`config.mk`:
```
export PLATFORM = sky130hd
export DESIGN_NAME = spbc_divider
export DESIGN_NICKNAME = d
export VERILOG_FILES = /design/src/rtl/spbc_pkg.sv /design/src/rtl/spbc_divider.sv
export SDC_FILE = /design/constraint.sdc
export NUM_CORES = 1
export LEC_CHECK = 0
export BUFFER_PORTS_ARGS = -buffer_cell sky130_fd_sc_hd__clkbuf_2
export CAP_MARGIN = 20
export CORE_MARGIN = 4
export CORE_UTILIZATION = 49
export DETAILED_ROUTE_END_ITERATION = 10
export PLACE_DENSITY = 0.78
export RECOVER_POWER = 50
export SYNTH_ARGS = -nofsm -noshare
export SYNTH_HDL_FRONTEND = slang
export SYNTH_SLANG_ARGS = --single-unit
export TNS_END_PERCENT = 10
```
`constraint.sdc`:
```
create_clock -name clk_i -period 2.7 [get_ports clk_i]
set_input_delay 0.135 -clock clk_i [delete_from_list [all_inputs] [get_ports clk_i]]
set_output_delay 0.135 -clock clk_i [all_outputs]
set_load 0.05 [all_outputs]
```
`src/rtl/spbc_pkg.sv`:
```
// Shared types, constants and helper functions of the sphere projection block.
package spbc_pkg;

  localparam int MAX_VERTS = 64;
  localparam int IDX_W     = $clog2(MAX_VERTS);
  localparam int CNT_W     = IDX_W + 1;
  localparam int QDEPTH    = 4;
  localparam int QPTR_W    = $clog2(QDEPTH);
  localparam int QCNT_W    = QPTR_W + 1;
  localparam int DIV_STEPS = 64;
  localparam int SQRT_STEPS = 32;

  localparam logic signed [31:0] TEN_Q16 = 32'sd655360;

  // Configuration register indexes.
  typedef enum logic [1:0] {
    REG_CENTER_X = 2'd0,
    REG_CENTER_Y = 2'd1,
    REG_CENTER_Z = 2'd2
  } cfg_reg_e;

  typedef enum logic [1:0] {
    F_LOAD,
    F_WALK,
    F_WAIT
  } front_state_e;

  typedef enum logic [3:0] {
    B_IDLE,
    B_DIFF,
    B_NORM,
    B_SQ,
    B_SQRT,
    B_PMUL,
    B_PGO,
    B_PWAIT,
    B_CGO,
    B_CWAIT,
    B_DONE
  } back_state_e;

  // One stored vertex on its way from the loader to the arithmetic back end.
  typedef struct packed {
    logic [IDX_W-1:0]   idx;
    logic signed [31:0] x;
    logic signed [31:0] y;
    logic signed [31:0] z;
    logic               last;
  } task_t;

  // Mesh-wide context held by the front end while a mesh is emitted.
  typedef struct packed {
    logic signed [2:0][31:0] center;
    logic signed [2:0][31:0] box_min;
    logic signed [2:0][31:0] box_max;
  } mesh_ctx_t;

  typedef struct packed {
    logic [IDX_W-1:0]        vertex_index;
    logic signed [2:0][31:0] sphere;
    logic [2:0][15:0]        color;
    logic signed [31:0]      moved_x;
    logic signed [31:0]      moved_z;
    logic [30:0]             sphere_radius;
    logic                    degenerate;
    logic                    last;
  } result_t;

  function automatic logic signed [31:0] sat32(input logic signed [65:0] v);
    logic signed [31:0] r;
    if (v > 66'sd2147483647) begin
      r = 32'sh7FFF_FFFF;
    end else if (v < -66'sd2147483648) begin
      r = 32'sh8000_0000;
    end else begin
      r = v[31:0];
    end
    return r;
  endfunction

endpackage

```
`src/rtl/spbc_divider.sv`:
```
// Restoring divider, one quotient bit per cycle, 64-bit dividend over 32-bit divisor.
module spbc_divider (
  input  logic        clk_i,
  input  logic        rst_ni,
  input  logic        start_i,
  input  logic [63:0] num_i,
  input  logic [31:0] den_i,
  output logic        done_o,
  output logic [63:0] quot_o
);

  logic        busy_q, done_q;
  logic [5:0]  cnt_q;
  logic [63:0] num_q;
  logic [31:0] den_q, rem_q;
  logic [32:0] trial;
  logic        fits;

  assign trial  = {rem_q, num_q[63]};
  assign fits   = trial >= {1'b0, den_q};
  assign done_o = done_q;
  assign quot_o = num_q;

  always_ff @(posedge clk_i or negedge rst_ni) begin
    if (!rst_ni) begin
      busy_q <= 1'b0;
      done_q <= 1'b0;
      cnt_q  <= '0;
    end else begin
      done_q <= 1'b0;
      if (start_i) begin
        busy_q <= 1'b1;
        cnt_q  <= '0;
      end else if (busy_q) begin
        cnt_q <= cnt_q + 6'd1;
        if (cnt_q == 6'(spbc_pkg::DIV_STEPS - 1)) begin
          busy_q <= 1'b0;
          done_q <= 1'b1;
        end
      end
    end
  end

  always_ff @(posedge clk_i) begin
    if (start_i) begin
      num_q <= num_i;
      den_q <= den_i;
      rem_q <= '0;
    end else if (busy_q) begin
      rem_q <= fits ? 32'(trial - {1'b0, den_q}) : trial[31:0];
      num_q <= {num_q[62:0], fits};
    end
  end

endmodule

```
# After elaboration in Yosys (flattened, before gate mapping)
# Index checks and enable logic that the tools add are counted.
# word_totals
ff_bits	136
in_bits	99
out_inout_bits	65
# op_classes
addsub	2
n_lt_le_gt_ge	1
n_eq_ne	1
n_mux	11
reduce_logical	1
# ops
op	count
2-to-1 mux 64 bit	2
greater-or-equal comparator 33 x 32 -> 1 bit	1
2-to-1 mux 32 bit	1
subtractor 32 bit	1
2-to-1 mux 6 bit	2
adder 6 x 1 -> 6 bit, second input constant	1
== test 6 bit, second input constant	1
2-to-1 mux 1 bit	6
nonzero test 2 bit	1

# Logic depth before layout (Yosys ltp)
# logic_depth
ltp_word	4
ltp_mapped	14
mapped_depth_nobuf	12

# Worst setup path before layout
# No wires, ideal clock.
# synth_path
kind	register to register
start	register num_q[63], in the netlist quot_o[63]
end	register rem_q[16]
arrival_ns	2.970
required_time_ns	2.612
setup_slack_ns	-0.358
path_stages_with_launch	13
n_path_buf	1
period_less_slack_ns	3.058
cell_sequence	edfxtp_1 > inv_1 > ha_1 > nor2b_1 > o2111ai_1 > a21boi_4 > a211oi_2 > o21ai_1 > nand4_1 > and2_4 > buf_6 > or3b_1 > a311oi_2
# synth_via
elab_chain_cells	2
# synth_rtl
item	line	text
from (decl)	spbc_divider.sv:14	logic [63:0] num_q;
from (signal assigned)	spbc_divider.sv:46	num_q <= num_i;
from (signal assigned)	spbc_divider.sv:51	num_q <= {num_q[62:0], fits};
subtractor 32 bit or greater-or-equal comparator 33 x 32 -> 1 bit (tied branches)	spbc_divider.sv:50, spbc_divider.sv:20	
2-to-1 mux 32 bit (*)	spbc_divider.sv:50	rem_q <= fits ? 32'(trial - {1'b0, den_q}) : trial[31:0];
to (signal assigned)	spbc_divider.sv:50	
to (decl)	spbc_divider.sv:15	logic [31:0] den_q, rem_q;
# Every way passes the cells marked *; elsewhere a longest branch is shown, timed or not.
# A chain may end at the register's enable or synchronous reset.

# Final worst setup path
# layout_path
start	register den_q[1]
end	register rem_q[0]
# layout_via
elab_chain_cells	2
# layout_rtl
item	line	text
from (decl)	spbc_divider.sv:15	
from (signal assigned)	spbc_divider.sv:47	den_q <= den_i;
greater-or-equal comparator 33 x 32 -> 1 bit	spbc_divider.sv:20	assign fits = trial >= {1'b0, den_q};
2-to-1 mux 32 bit	spbc_divider.sv:50	
# Every way passes these cells.

==> summary.md <==
| Metric | Value |
|---|---|
| Initial antenna violation count | 0 |
| CP Max Fanout | 8 |
| Synth top area share | 40.1% |
| CTS sink cnt | 136 |
| Final GP Congestion | 0.948 |
| Unrepaired setup endpoints after global routing | yes |
| CP cell instances | inv_1 > ha_1 > and4_1 > nand4_1 > nor4b_2 > a41o_1 > a211oi_2 > o21a_4 > and2_4 > buf_4 > or2_1 > a311oi_1 |
| Top delay family on crit path | simple AND/OR/NAND/NOR gates |
| Final Net Count | 1007 |
| Routed wire per std cell | 17.4 um |
| Total GRT Usage | 22.7% |
| HP Class | input port to register |
| Top sig layer | met4 |
| Final WS setup | -8.20 ps |
| Vias/cell | 5.50 |
| Pre-Repair DR Iteration Count | 5 |
| TritonCTS clock tree | built |
| Die W | 129 um |
| CP peak stage delay | 370 ps |
| Slowest-stage cell, CP | edfxtp_1 |
| Relative slew margins | 55.2% |
| Commonest non-fill, non-tap cells in the layout | clkbuf_2 (158), edfxtp_1 (96), mux2_2 (63) |
| Crit Path Class | register to register |
| Die Area | 16700 um2 |
| Pin count of the biggest net entering global routing | 65 |
| N_diodes | 0 |
| Fraction of registers with async set/reset | 5.88% |
| WP data required | 3030 ps |
| Critical Path End Type | register |
| Final Cycle Share | 100% |
| #FFs+latches synth | 136 |
| H-tree depth | 4 |
| Most common cell after layout, fill and taps aside | clkbuf_2 |
| Area grow syn2layout | 35.8% |
| FP Rows | 43 |
| Remaining DRCs | 0 |
| Overall routed net length | 18600 um |
| Hold_ws | 18.2 ps |
| Post-DP Area | 8400 um2 |
| Core Region | 14100 um2 |
| Met3 WL | 1290 um |
| WP buf/inv | 2 |
| Starting density of the core | 51.0% |
| Final Cell Area | 9760 um2 |
| Fmax | 369 MHz |
| Main flop type after synthesis | edfxtp_1 |
| Met2 WL | 9150 um |
| Setup Skew | 11.6 ps |
| Post-synth net total | 764 |
| Power density over the cells | 796 nW/um2 |
| Ports | 164 |
| Maximum VDD drop | 573 uV |
| Register area share after synthesis | 51.8% |
| WP data arrival | 3040 ps |
| Status | finished, violations left |
| Cell accounting for the most synthesized area | edfxtp_1 |
| Leakage | 4.37 nW |
| Final min period | 2710 ps |
| Die height | 129 um |
| Vias in the first global route | 6236 |
| Number of synthesis warnings | 0 |
| CTS root buffer | clkbuf_16 |
| Failing checks | setup timing |
| Grt total ovfl | 0 |
| Share of cells above drive strength 1 | 36.5% |
| First-pass GRT wire length | 30000 um |
| Post-DP HPWL | 12700 um |
| Number of port buffers | 163 |
| Slew Limit Fails | 0 |
| Iter 0 DRT Violations | 420 |
| Clk_lat worst skew | 420 ps |
| Final setup violation count | 1 |
| Vias | 5872 |
| M1 WL | 7660 um |
| Cells after Synth | 631 |
| Detail Route Antenna Nets | 0 |
| Number of flops mapped to enable cells by yosys | 96 |
| Crit path launch type | register |
| Post-synthesis cell type count | 58 |
| Dpl ws | -106 ps |
| Clock-pin slew on the worst setup and hold paths | 60 ps |
| Cell area after synthesis | 7190 um2 |
| Max cap viols | 0 |
| CTS Buf Count | 17 |
| Top post-synthesis cells by area | edfxtp_1 (40%), mux2_2 (9.9%), dfxtp_1 (8.9%) |
| CTS Buffer Depth | 2 |
| Worst Max-Slew Pin Slew | 671 ps |
| Final hold violation count | 0 |
| Syn_area_per_cell | 11.4 um2 |
worst register-to-register path, cell delays in order, from the launching register on:
cell	delay, ps
edfxtp_1	370
inv_1	60
ha_1	280
and4_1	180
nand4_1	110
nor4b_2	320
a41o_1	210
a211oi_2	70
o21a_4	230
and2_4	180
buf_4	170
or2_1	210
a311oi_1	230
stage by stage:
step | setup TNS (ps) | util (%) | instances | total power [mW]
after floorplan | -2130 | - | 631 | 4.46
after global placement | 0 | 59.6 | 975 | 5.08
after detailed placement | -735 | 59.6 | 975 | 5.15
after CTS | -16.1 | 68.0 | 1063 | 7.66
after global routing | -1850 | 69.2 | 1067 | 8.14
final | -8.20 | 69.2 | 1067 | 7.77
sequential cells by signal (all words and copies together) (netlist names):
name,cells
done_o,1
den_q,32
busy_q,1
rem_q,32
quot_o,64
cnt_q,6
final cells by class:
| class | instances | area, um2 |
|---|---|---|
| repair buffers | 254 | 1700 |
| inverters | 42 | 158 |
| fillers | 1015 | 4340 |
| clock inverters | 11 | 153 |
| well taps | 180 | 225 |
| clock buffers | 21 | 450 |
| multi-input cells | 423 | 3340 |
| flip-flops and latches | 136 | 3720 |
what timing repair did:
item                       4_1_cts  5_1_grt
setup endpoints to repair       26       32
hold buffers                    55        0
hold endpoints to repair        62        0
setup buffers                    1        4
pin swaps                       10       27
gates resized for setup          7       30
cell families after synthesis:
family,Yosys count,share of synthesized area [%]
AO/OA/AOI/OAI,139,12.6
flip-flops,136,51.8
AND/OR/NAND/NOR,133,8.57
multiplexers,86,13.1
buffers and inverters,72,4.09
adder cells (fa/ha/maj),34,6.02
XOR/XNOR,31,3.78
synth_stat cells (2+ instances only):
master and count:
mux2i_1 23, inv_1 42, o21ai_0 23, buf_2 4, dfxtp_1 32, a31oi_1 4
a21boi_0 4, o21ai_1 9, o31ai_1 2, o211ai_1 3, ha_1 33, buf_6 2
edfxtp_1 96, nor2_1 43, nor3_1 6, a21oi_1 41, nand4_1 7, nand3_1 7
o21bai_1 3, a211oi_1 18, xor2_1 10, nand4b_1 3, nand2_1 47, dfrtp_1 8
a32oi_1 4, buf_1 2, mux2_2 63, nand2b_1 5, clkbuf_1 21, a21o_1 11
o21a_1 3, nor2b_1 5, xnor2_1 21, o2111ai_1 2
layer usage:
metal  vias to the layer above  track usage, %
met5                         -               0
met2                       224            37.7
met1                      2810            28.0
met4                         0            9.45
met3                        35            6.55
li1                       2803               -
final timing paths:
kind	from	endpoint	slack, ps	depth (start not counted)
max in group asynchronous	rst_ni	cnt_q[2]	2210	2
min in group asynchronous	rst_ni	cnt_q[5]	180	2
min reg2reg	rem_q[10]	rem_q[10]	480	2
max reg2reg	den_q[1]	rem_q[0]	-8	12
min	num_i[28]	quot_o[28]	20	2
max	den_q[1]	rem_q[0]	-8	12
report_power, final:
group          internal [mW]  total, mW  leakage (nW)  switching (mW)
Clock                   1.48       2.38         0.283           0.905
Sequential              2.53       2.72          1.36           0.190
Combinational           1.17       2.67          2.73            1.50
No activity file was read; power rests on OpenSTA's default activity.
