`src/rtl/spbc_pkg.sv`:
```
// Shared types, constants and helper functions of the sphere projection block.
package spbc_pkg;

  localparam int MAX_VERTS = 64;
  localparam int IDX_W     = $clog2(MAX_VERTS);
  localparam int CNT_W     = IDX_W + 1;
  localparam int QDEPTH    = 4;
  localparam int QPTR_W    = $clog2(QDEPTH);
  localparam int QCNT_W    = QPTR_W + 1;
  localparam int DIV_STEPS = 64;
  localparam int SQRT_STEPS = 32;

  localparam logic signed [31:0] TEN_Q16 = 32'sd655360;

  // Configuration register indexes.
  typedef enum logic [1:0] {
    REG_CENTER_X = 2'd0,
    REG_CENTER_Y = 2'd1,
    REG_CENTER_Z = 2'd2
  } cfg_reg_e;

  typedef enum logic [1:0] {
    F_LOAD,
    F_WALK,
    F_WAIT
  } front_state_e;

  typedef enum logic [3:0] {
    B_IDLE,
    B_DIFF,
    B_NORM,
    B_SQ,
    B_SQRT,
    B_PMUL,
    B_PGO,
    B_PWAIT,
    B_CGO,
    B_CWAIT,
    B_DONE
  } back_state_e;

  // One stored vertex on its way from the loader to the arithmetic back end.
  typedef struct packed {
    logic [IDX_W-1:0]   idx;
    logic signed [31:0] x;
    logic signed [31:0] y;
    logic signed [31:0] z;
    logic               last;
  } task_t;

  // Mesh-wide context held by the front end while a mesh is emitted.
  typedef struct packed {
    logic signed [2:0][31:0] center;
    logic signed [2:0][31:0] box_min;
    logic signed [2:0][31:0] box_max;
  } mesh_ctx_t;

  typedef struct packed {
    logic [IDX_W-1:0]        vertex_index;
    logic signed [2:0][31:0] sphere;
    logic [2:0][15:0]        color;
    logic signed [31:0]      moved_x;
    logic signed [31:0]      moved_z;
    logic [30:0]             sphere_radius;
    logic                    degenerate;
    logic                    last;
  } result_t;

  function automatic logic signed [31:0] sat32(input logic signed [65:0] v);
    logic signed [31:0] r;
    if (v > 66'sd2147483647) begin
      r = 32'sh7FFF_FFFF;
    end else if (v < -66'sd2147483648) begin
      r = 32'sh8000_0000;
    end else begin
      r = v[31:0];
    end
    return r;
  endfunction

endpackage

```
`src/rtl/spbc_fifo.sv`:
```
// Short task queue between the loader and the arithmetic back end.
module spbc_fifo (
  input  logic            clk_i,
  input  logic            rst_ni,
  input  spbc_pkg::task_t push_data_i,
  input  logic            push_valid_i,
  output logic            push_ready_o,
  output spbc_pkg::task_t pop_data_o,
  output logic            pop_valid_o,
  input  logic            pop_ready_i
);

  spbc_pkg::task_t mem_q [spbc_pkg::QDEPTH];
  logic [spbc_pkg::QPTR_W-1:0] wr_q, rd_q;
  logic [spbc_pkg::QCNT_W-1:0] cnt_q;
  logic push, pop;

  assign push_ready_o = (cnt_q != spbc_pkg::QCNT_W'(spbc_pkg::QDEPTH));
  assign pop_valid_o  = (cnt_q != '0);
  assign push         = push_valid_i && push_ready_o;
  assign pop          = pop_valid_o && pop_ready_i;
  assign pop_data_o   = mem_q[rd_q];

  always_ff @(posedge clk_i or negedge rst_ni) begin
    if (!rst_ni) begin
      wr_q  <= '0;
      rd_q  <= '0;
      cnt_q <= '0;
    end else begin
      if (push) wr_q <= wr_q + spbc_pkg::QPTR_W'(1);
      if (pop)  rd_q <= rd_q + spbc_pkg::QPTR_W'(1);
      case ({push, pop})
        2'b10:   cnt_q <= cnt_q + spbc_pkg::QCNT_W'(1);
        2'b01:   cnt_q <= cnt_q - spbc_pkg::QCNT_W'(1);
        default: ;
      endcase
    end
  end

  always_ff @(posedge clk_i) begin
    if (push) mem_q[wr_q] <= push_data_i;
  end

endmodule

```
`config.mk`:
```
export PLATFORM = sky130hd
export DESIGN_NAME = spbc_fifo
export DESIGN_NICKNAME = d
export VERILOG_FILES = /design/src/rtl/spbc_pkg.sv /design/src/rtl/spbc_fifo.sv
export SDC_FILE = /design/constraint.sdc
export NUM_CORES = 1
export LEC_CHECK = 0
export BUFFER_PORTS_ARGS = -buffer_cell sky130_fd_sc_hd__buf_4
export CAP_MARGIN = 40
export CORE_ASPECT_RATIO = 0.5
export CORE_MARGIN = 1.5
export CORE_UTILIZATION = 57
export CTS_CLUSTER_SIZE = 30
export DETAILED_ROUTE_END_ITERATION = 8
export GPL_TIMING_DRIVEN = 0
export PLACE_DENSITY_LB_ADDON = 0.05
export SETUP_SLACK_MARGIN = 0.02
export SYNTH_ARGS = -nofsm -noshare
export SYNTH_HDL_FRONTEND = slang
export SYNTH_SLANG_ARGS = --single-unit
```
`constraint.sdc`:
```
create_clock -name clk_i -period 2.58 [get_ports clk_i]
set_input_delay 0.258 -clock clk_i [delete_from_list [all_inputs] [get_ports clk_i]]
set_output_delay 0.258 -clock clk_i [all_outputs]
set_load 0.005 [all_outputs]
```
## Word-level counts from Yosys, hierarchy flattened

Memory sizes are Yosys's and may differ from the RTL's.
Index checks and enable logic that the tools add are counted.

| word-level totals | value |
|---|---|
| bits in registers | 7 |
| RAM bits | 412 |
| output and inout port bits | 105 |
| word-level logic and storage cells | 18 |
| memories | 1 |

Memories:

| name | depth | bits a word | read ports | clocked after memory_dff | write ports | RTL line | RTL |
|---|---|---|---|---|---|---|---|
| mem_q | 4 | 103 | 1 | 0 | 1 | spbc_fifo.sv:13 | `spbc_pkg::task_t mem_q [spbc_pkg::QDEPTH];` |

| operators by class | value |
|---|---|
| add/sub/neg operators | 4 |
| equality and inequality tests | 3 |
| multiplexer cells | 3 |
| reductions and logical operators | 4 |

Operators by type and width:

| cell | count |
|---|---|
| 3-bit case mux with 2 select lines | 1 |
| 2-bit by 1-bit adder with 2-bit output, second input constant | 2 |
| 3-bit by 1-bit adder with 3-bit output, second input constant | 1 |
| 3-bit != test, second input constant | 1 |
| 3-bit nonzero test | 1 |
| 3-bit by 1-bit subtractor with 3-bit output, second input constant | 1 |
| 2-bit by 1-bit equality test with 1-bit output, second input constant | 1 |
| 2-bit equality test, second input constant | 1 |
| 1-bit logical AND | 2 |
| 1-bit 2-to-1 mux | 2 |
| 2-bit nonzero test | 1 |

## Logic depth before layout (Yosys ltp)

Gate-level depths: netlist (run 1).

| logic depth | value |
|---|---|
| word-level depth | 4 |
| mapped depth | 9 |

## Worst setup path after synthesis (run 1)

No wires, ideal clock.

| timing path | value |
|---|---|
| kind | flip-flop to flip-flop |
| from | reg cnt_q[2] (netlist bit) |
| to | mem mem_q[0][0] (netlist bit) (enable) |
| library setup time | 416 ps |
| arrival | 1980 ps |
| required time | 2164 ps |
| path slack | 184 ps |
| cell stages (with the launch flop) | 3 |
| buffers on the path | 0 |
| clock period less this slack | 2396 ps |
| cell sequence | dfrtp_1 > or3b_4 > and3_2 |

| on the way | value |
|---|---|
| word-level cells in the longest chain between the ends | 4 |

RTL lines:

| element | RTL line | RTL |
|---|---|---|
| start, declared | spbc_fifo.sv:15 | `logic [spbc_pkg::QCNT_W-1:0] cnt_q;` |
| start signal, assigned | spbc_fifo.sv:33 | `2'b10: cnt_q <= cnt_q + spbc_pkg::QCNT_W'(1);` |
| start signal, assigned | spbc_fifo.sv:34 | `2'b01: cnt_q <= cnt_q - spbc_pkg::QCNT_W'(1);` |
| 3-bit != test | spbc_fifo.sv:18 | `assign push_ready_o = (cnt_q != spbc_pkg::QCNT_W'(spbc_pkg::QDEPTH));` |
| net push_ready_o | spbc_fifo.sv:7 | `output logic push_ready_o,` |
| 1-bit logical AND | spbc_fifo.sv:20 | `assign push = push_valid_i && push_ready_o;` |
| 1-bit 2-to-1 mux | spbc_fifo.sv:41 | `if (push) mem_q[wr_q] <= push_data_i;` |
| 1-bit 2-to-1 mux (not written as such) | spbc_fifo.sv:41 |  |
| end, declared | spbc_fifo.sv:13 |  |

The timed path passes the listed nets, and every way through them passes these cells.

==> reports/results.txt, run 1 <==
category of cells accounting for the largest share of critical-path delay - buffers and inverters
net count after synthesis - 689
standard cell core area - 26,400 sq um
clock tree from TritonCTS - yes
Root Buffer Master - sky130_fd_sc_hd__clkbuf_16
count of buffers added by post-CTS timing repair for setup - 0
routed via count divided by cell count - 5.53
time the final worst path needs with I/O delays and setup - 2.46 ns
Finished Core Util - 74.9%
number of library cell types mapped by synthesis - 20
overall fraction of global-route tracks in use - 22.1%
skew final - 0.00828 ns
total congestion overflow after global routing - 0
cell count after synthesis - 576
maximum ir drop on the vdd rail - 755 uV
Final setup viols - 0
number of nets with antenna violations after detailed routing - 0
sort of element at the start of the critical path - flop
wire length of the first global-routing pass - 45.2 mm
Hold/Removal Path Class - input port to flop
Final Hold Vio Count - 0
vertical die dimension - 119 microns
most used cells in the layout excluding fill and tap cells - sky130_fd_sc_hd__edfxtp_1, sky130_fd_sc_hd__buf_4, sky130_fd_sc_hd__dlygate4sd3_1
count of input and output buffers - 211
count of pins on the block boundary - 212
htree depth - 2
data arrival time of the critical path - 2.21 ns
clk_lat worst skew - 0.52 ns
most common library cell in the layout ignoring fill and taps - sky130_fd_sc_hd__edfxtp_1
kind of capture point of the worst setup path - output port
proportion of synthesized flip-flops having asynchronous set or reset - 1.67%
vias in the first global route - 7,895
violations in the final reports - design-rule violations
DRC - 6
number of storage elements in the synthesis netlist - 419
half-perimeter wire length after placement - 17.7 mm
number of enable-type register cells in the synthesized netlist - 412
number of nets in the layout - 1,050
maximum capacitance violations - 0
routability-driven placement congestion ratio - 0.690
count of yosys warnings during synthesis - 0
number of clock buffers inserted by TritonCTS - 36
Syn Std Cell Area - 15,300 sq um
maximum frequency from static timing analysis - 406 MHz
wire length per cell after detailed routing - 22.3 microns
chain of cells forming the critical path - buf_2 > buf_8 > buf_6 > mux4_2 > buf_4
CTS clk-pin slew, worst paths - 0.06 ns
leakage power - 6.87 nW
power per cell area - 1090 nW/um^2
initial standard-cell utilization of the core - 57.9%
sum of buffers and inverters on the critical path - 4
unrepaired setup endpoints after global routing - true
highest-delay cell along the critical path - sky130_fd_sc_hd__mux4_2
P&R area growth vs syn - 29.3%
site row count - 42
Final Slew Violations - 0
number of optimization iterations in the first detailed-route pass - 7
width of the die - 235 microns
Worst Path Required - 2.32 ns
antenna cells - 0
initial antenna violation count - 0
wire length after detailed routing - 29.4 mm
actual transition at the worst max-transition pin - 0.568 ns
CP Max Fanout - 10
Bufs on Longest Clock Path - 3
sum of negative setup slack - 0 ns
Worst path max stage delay - 0.52 ns
Die Area - 27,900 sq um
DRC marker count from the first detailed-route iteration - 459
fraction of final layout cells with drive strength greater than 1 - 41.9%
mean area per synthesized cell - 26.5 sq um
Via Count - 7,269
outcome - complete, but fails checks
count of clock tree sinks - 419
tightest slew margin relative to the limit - 62.1%
type of the worst setup path - flop to output port
part of the cycle the worst path needs - 95.5%
proportion of synthesized chip area in sequential cells - 82.1%
Main synth FF type - sky130_fd_sc_hd__edfxtp_1
maximum number of pins on one net before global-route repair - 51
what timing repair did:
item,4_1_cts,5_1_grt
endpoints found under the hold margin,419,0
endpoints found under the setup margin,69,65
gates resized for setup,2,18
hold buffers,104,0
per-layer routing:
metal	wire (microns)	share of wire [%]	GRT usage, %
met4	568	1.9	5.29
met2	14800	50	36.2
met5	0	0	0
met3	1710	5.8	5.19
met1	12300	42	30.6
path summary, 6_finish.rpt:
| check | start | end | slack (ns) | cells after the start |
|---|---|---|---|---|
| worst max-delay path | rd_q[0]$_DFFE_PN0P_ | pop_data_o[58] | 0.12 | 5 |
| max in group asynchronous | rst_ni | wr_q[0]$_DFFE_PN0P_ | 2.35 | 2 |
| worst min-delay path | pop_ready_i | rd_q[0]$_DFFE_PN0P_ | 0.10 | 3 |
| worst min register to register | cnt_q[2]$_DFFE_PN0P_ | cnt_q[2]$_DFFE_PN0P_ | 0.56 | 1 |
| min in group asynchronous | rst_ni | cnt_q[0]$_DFFE_PN0P_ | 0.11 | 2 |
| worst max register to register | cnt_q[0]$_DFFE_PN0P_ | cnt_q[2]$_DFFE_PN0P_ | 0.25 | 9 |
worst reg2reg max path, delay by kind of cell (launching register included):
family | cells | cell delay [ns]
simple gates | 3 | 0.75
xor+xnor | 2 | 0.35
flops | 1 | 0.43
fa+ha+maj | 2 | 0.57
buf+inv | 2 | 0.13
layout make-up:
class                           instances  area (sq um)
Buffer                                 24           194
Sequential cell                       419         12500
Tap cell                              352           440
Multi-Input combinational cell        127          2570
Timing Repair Buffer                  323          2840
Clock inverter                         20           190
Inverter                                6          22.5
Clock buffer                           43           948
Fill cell                            1497          6630
where the power goes:
part           switching (W)  internal (W)  leakage, nW  total [W]
Combinational        0.00317       0.00371         2.45    0.00688
Sequential          0.000282       0.00898         3.86    0.00926
Clock                0.00229       0.00302        0.563    0.00531
Total                0.00574        0.0157         6.87     0.0215
cells in the mapped netlist, drive strengths merged, types with 3 or more instances:
master  instances  area [sq um]
dfrtp           7           175
clkbuf          5          18.8
mux4          103          2320
buf            19           133
xor2            3          26.3
xnor2           3          26.3
and3            4          30.0
ha              5          62.6
edfxtp        412         12400
inv             6          22.5
flip-flops by register name, summed over array words and instances (netlist names):
name	cells
mem_q	412
cnt_q	3
rd_q	2
wr_q	2
through the flow:
stage          instance area (sq um)  setup slack, ns  cells  hold WS [ns]  total power (W)
2_1_floorplan                  15300            0.184    576       -0.0376           0.0130
3_3_place_gp                   17300           -0.882   1139        0.0794           0.0160
3_5_place_dp                   17500            0.329   1147        0.0802           0.0162
6_report                       19800            0.116   1314         0.102           0.0215
5_1_grt                        19800         -0.00930   1314         0.102           0.0225
4_1_cts                        19700           0.0227   1314        0.0765           0.0217
cell families after synthesis:
kind of cell               synth area share, %
DFF                                       82.1
muxes                                     15.3
buffers and inverters                     1.14
and+or+nand+nor                          0.426
xor gates and xnor gates                 0.344
adders and majority gates                0.541
AOI/OAI and AO/OA                       0.0655
Power figures use the tool's default switching activity.
==> run 2: changes to the inputs <==
==> constraint.sdc (replaced) <==
create_clock -name clk_i -period 2.58 [get_ports clk_i]
set_input_delay 0.645 -clock clk_i [delete_from_list [all_inputs] [get_ports clk_i]]
set_output_delay 0.645 -clock clk_i [all_outputs]
set_load 0.005 [all_outputs]
==> reports/results.txt, run 2 (same netlist as run 1, synthesis figures left out) <==
outcome - complete, but fails checks (unchanged)
violations in the final reports - design-rule violations, negative setup slack (was design-rule violations)
Root Buffer Master - sky130_fd_sc_hd__clkbuf_16 (unchanged)
number of nets in the layout - 958 (was 1,050)
Worst path max stage delay - 0.53 ns (was 0.52 ns)
CP Max Fanout - 10 (unchanged)
initial antenna violation count - 0 (unchanged)
Hold/Removal Path Class - input port to flop (unchanged)
count of input and output buffers - 211 (unchanged)
chain of cells forming the critical path - buf_6 > buf_12 > buf_12 > mux4_2 > buf_6 (was buf_2 > buf_8 > buf_6 > mux4_2 > buf_4)
post-placement worst setup slack - 0.0944 ns (was 0.329 ns)
half-perimeter wire length after placement - 17.7 mm (unchanged)
sequential cell area - 12,500 sq um (unchanged)
initial standard-cell utilization of the core - 57.9% (unchanged)
Bufs on Longest Clock Path - 3 (unchanged)
standard cell core area - 26,400 sq um (unchanged)
unrepaired setup endpoints after global routing - true (unchanged)
part of the cycle the worst path needs - 104% (was 95.5%)
Final Hold Vio Count - 0 (unchanged)
number of optimization iterations in the first detailed-route pass - 7 (unchanged)
skew final - 0.00894 ns (was 0.00828 ns)
routed via count divided by cell count - 5.61 (was 5.53)
max FFs per register - 412 (unchanged)
Worst Path Required - 1.93 ns (was 2.32 ns)
highest-delay cell along the critical path - sky130_fd_sc_hd__mux4_2 (unchanged)
sort of element at the start of the critical path - flop (unchanged)
wire length of the first global-routing pass - 43.5 mm (was 45.2 mm)
most flop-heavy register - mem_q (unchanged)
area occupied by multi-input gates - 2570 sq um (unchanged)
clock tree from TritonCTS - yes (unchanged)
data arrival time of the critical path - 2.03 ns (was 2.21 ns)
fraction of final layout cells with drive strength greater than 1 - 47.7% (was 41.9%)
wire length after detailed routing - 29.1 mm (was 29.4 mm)
maximum ir drop on the vdd rail - 765 uV (was 755 uV)
DRC marker count from the first detailed-route iteration - 465 (was 459)
DRC - 6 (unchanged)
Final Slew Violations - 0 (unchanged)
wire length per cell after detailed routing - 23.8 microns (was 22.3 microns)
antenna cells - 0 (unchanged)
most common library cell in the layout ignoring fill and taps - sky130_fd_sc_hd__edfxtp_1 (unchanged)
vertical die dimension - 119 microns (unchanged)
leakage power - 6.64 nW (was 6.87 nW)
time the final worst path needs with I/O delays and setup - 2.68 ns (was 2.46 ns)
htree depth - 2 (unchanged)
sum of negative setup slack - -5.96 ns (was 0 ns)
CTS clk-pin slew, worst paths - 0.07 ns (was 0.06 ns)
maximum frequency from static timing analysis - 373 MHz (was 406 MHz)
count of pins on the block boundary - 212 (unchanged)
overall fraction of global-route tracks in use - 21.5% (was 22.1%)
width of the die - 235 microns (unchanged)
fillers - 1,528 (was 1,497)
registers with the most flip-flops - mem_q (412), cnt_q (3) (unchanged)
type of the worst setup path - flop to output port (unchanged)
kind of capture point of the worst setup path - output port (unchanged)
sum of buffers and inverters on the critical path - 4 (unchanged)
vias in the first global route - 7,448 (was 7,895)
clk_lat worst skew - 0.51 ns (was 0.52 ns)
fin area - 19,200 sq um (was 19,800 sq um)
power per cell area - 1160 nW/um^2 (was 1090 nW/um^2)
tightest slew margin relative to the limit - 63.1% (was 62.1%)
min setup slack post-route - -0.0977 ns (was 0.116 ns)
most used cells in the layout excluding fill and tap cells - sky130_fd_sc_hd__edfxtp_1, sky130_fd_sc_hd__buf_4, sky130_fd_sc_hd__mux4_2 (was sky130_fd_sc_hd__edfxtp_1, sky130_fd_sc_hd__buf_4, sky130_fd_sc_hd__dlygate4sd3_1)
actual transition at the worst max-transition pin - 0.554 ns (was 0.568 ns)
maximum capacitance violations - 0 (unchanged)
routability-driven placement congestion ratio - 0.690 (unchanged)
Die Area - 27,900 sq um (unchanged)
number of nets with antenna violations after detailed routing - 0 (unchanged)
P&R area growth vs syn - 25.7% (was 29.3%)
site row count - 42 (unchanged)
category of cells accounting for the largest share of critical-path delay - buffers and inverters (unchanged)
maximum number of pins on one net before global-route repair - 51 (unchanged)
cell area after placement - 17,500 sq um (unchanged)
total congestion overflow after global routing - 0 (unchanged)
number of clock buffers inserted by TritonCTS - 36 (unchanged)
Via Count - 6,850 (was 7,269)
Final setup viols - 102 (was 0)
count of clock tree sinks - 419 (unchanged)
run 2: final cells by class:
cell class	count	share of cell area [%]
Inverter	6	0.117
Multi-Input combinational cell	127	13.4
Clock inverter	20	0.991
Sequential cell	419	65.3
Clock buffer	43	4.94
Buffer	23	1.47
Timing Repair Buffer	232	11.4
Tap cell	352	2.29
run 2: what timing repair did:
item                       in CTS  in global routing
setup buffers                   4                  3
gates resized for setup        78                 19
hold endpoints to repair        7                  0
hold buffers                    1                  0
gates cloned                    0                  5
setup endpoints to repair     103                103
run 2: metal layers:
metal | track usage [%] | wire length [microns] | vias up
met5 | 0 | 0 | -
met4 | 4.66 | 419 | 0
met3 | 5.79 | 1950 | 35
met2 | 35.0 | 14600 | 176
met1 | 29.8 | 12000 | 3622
li1 | - | - | 3017
run 2: worst paths after layout:
kind	from	end	slack, ns	cells after the start
hold / removal	push_data_i[82]	mem_q[0][82]$_DFFE_PP_	0.32	1
max in group asynchronous	rst_ni	wr_q[0]$_DFFE_PN0P_	1.96	2
setup / recovery	rd_q[0]$_DFFE_PN0P_	pop_data_o[58]	-0.1	5
hold reg to reg	cnt_q[2]$_DFFE_PN0P_	cnt_q[2]$_DFFE_PN0P_	0.56	1
min in group asynchronous	rst_ni	cnt_q[0]$_DFFE_PN0P_	0.49	2
setup reg to reg	cnt_q[0]$_DFFE_PN0P_	cnt_q[2]$_DFFE_PN0P_	0.24	9
run 2: power by group:
group	switching, W	leakage (nW)	internal, W
clock network	0.00229	0.563	0.00302
registers	0.000296	3.86	0.00898
logic	0.00335	2.22	0.00437
total	0.00593	6.64	0.0164
run 2: through the flow:
stage | cells | total power (W) | util, % | hold WS [ns]
finish | 1222 | 0.0223 | 72.8 | 0.323
global route | 1222 | 0.0233 | 72.8 | 0.295
CTS | 1214 | 0.0222 | 71.9 | 0.295
detailed placement | 1147 | 0.0162 | 66.4 | 0.467
global placement | 1139 | 0.0160 | 65.6 | 0.466
floorplan | 576 | 0.0130 | - | 0.349
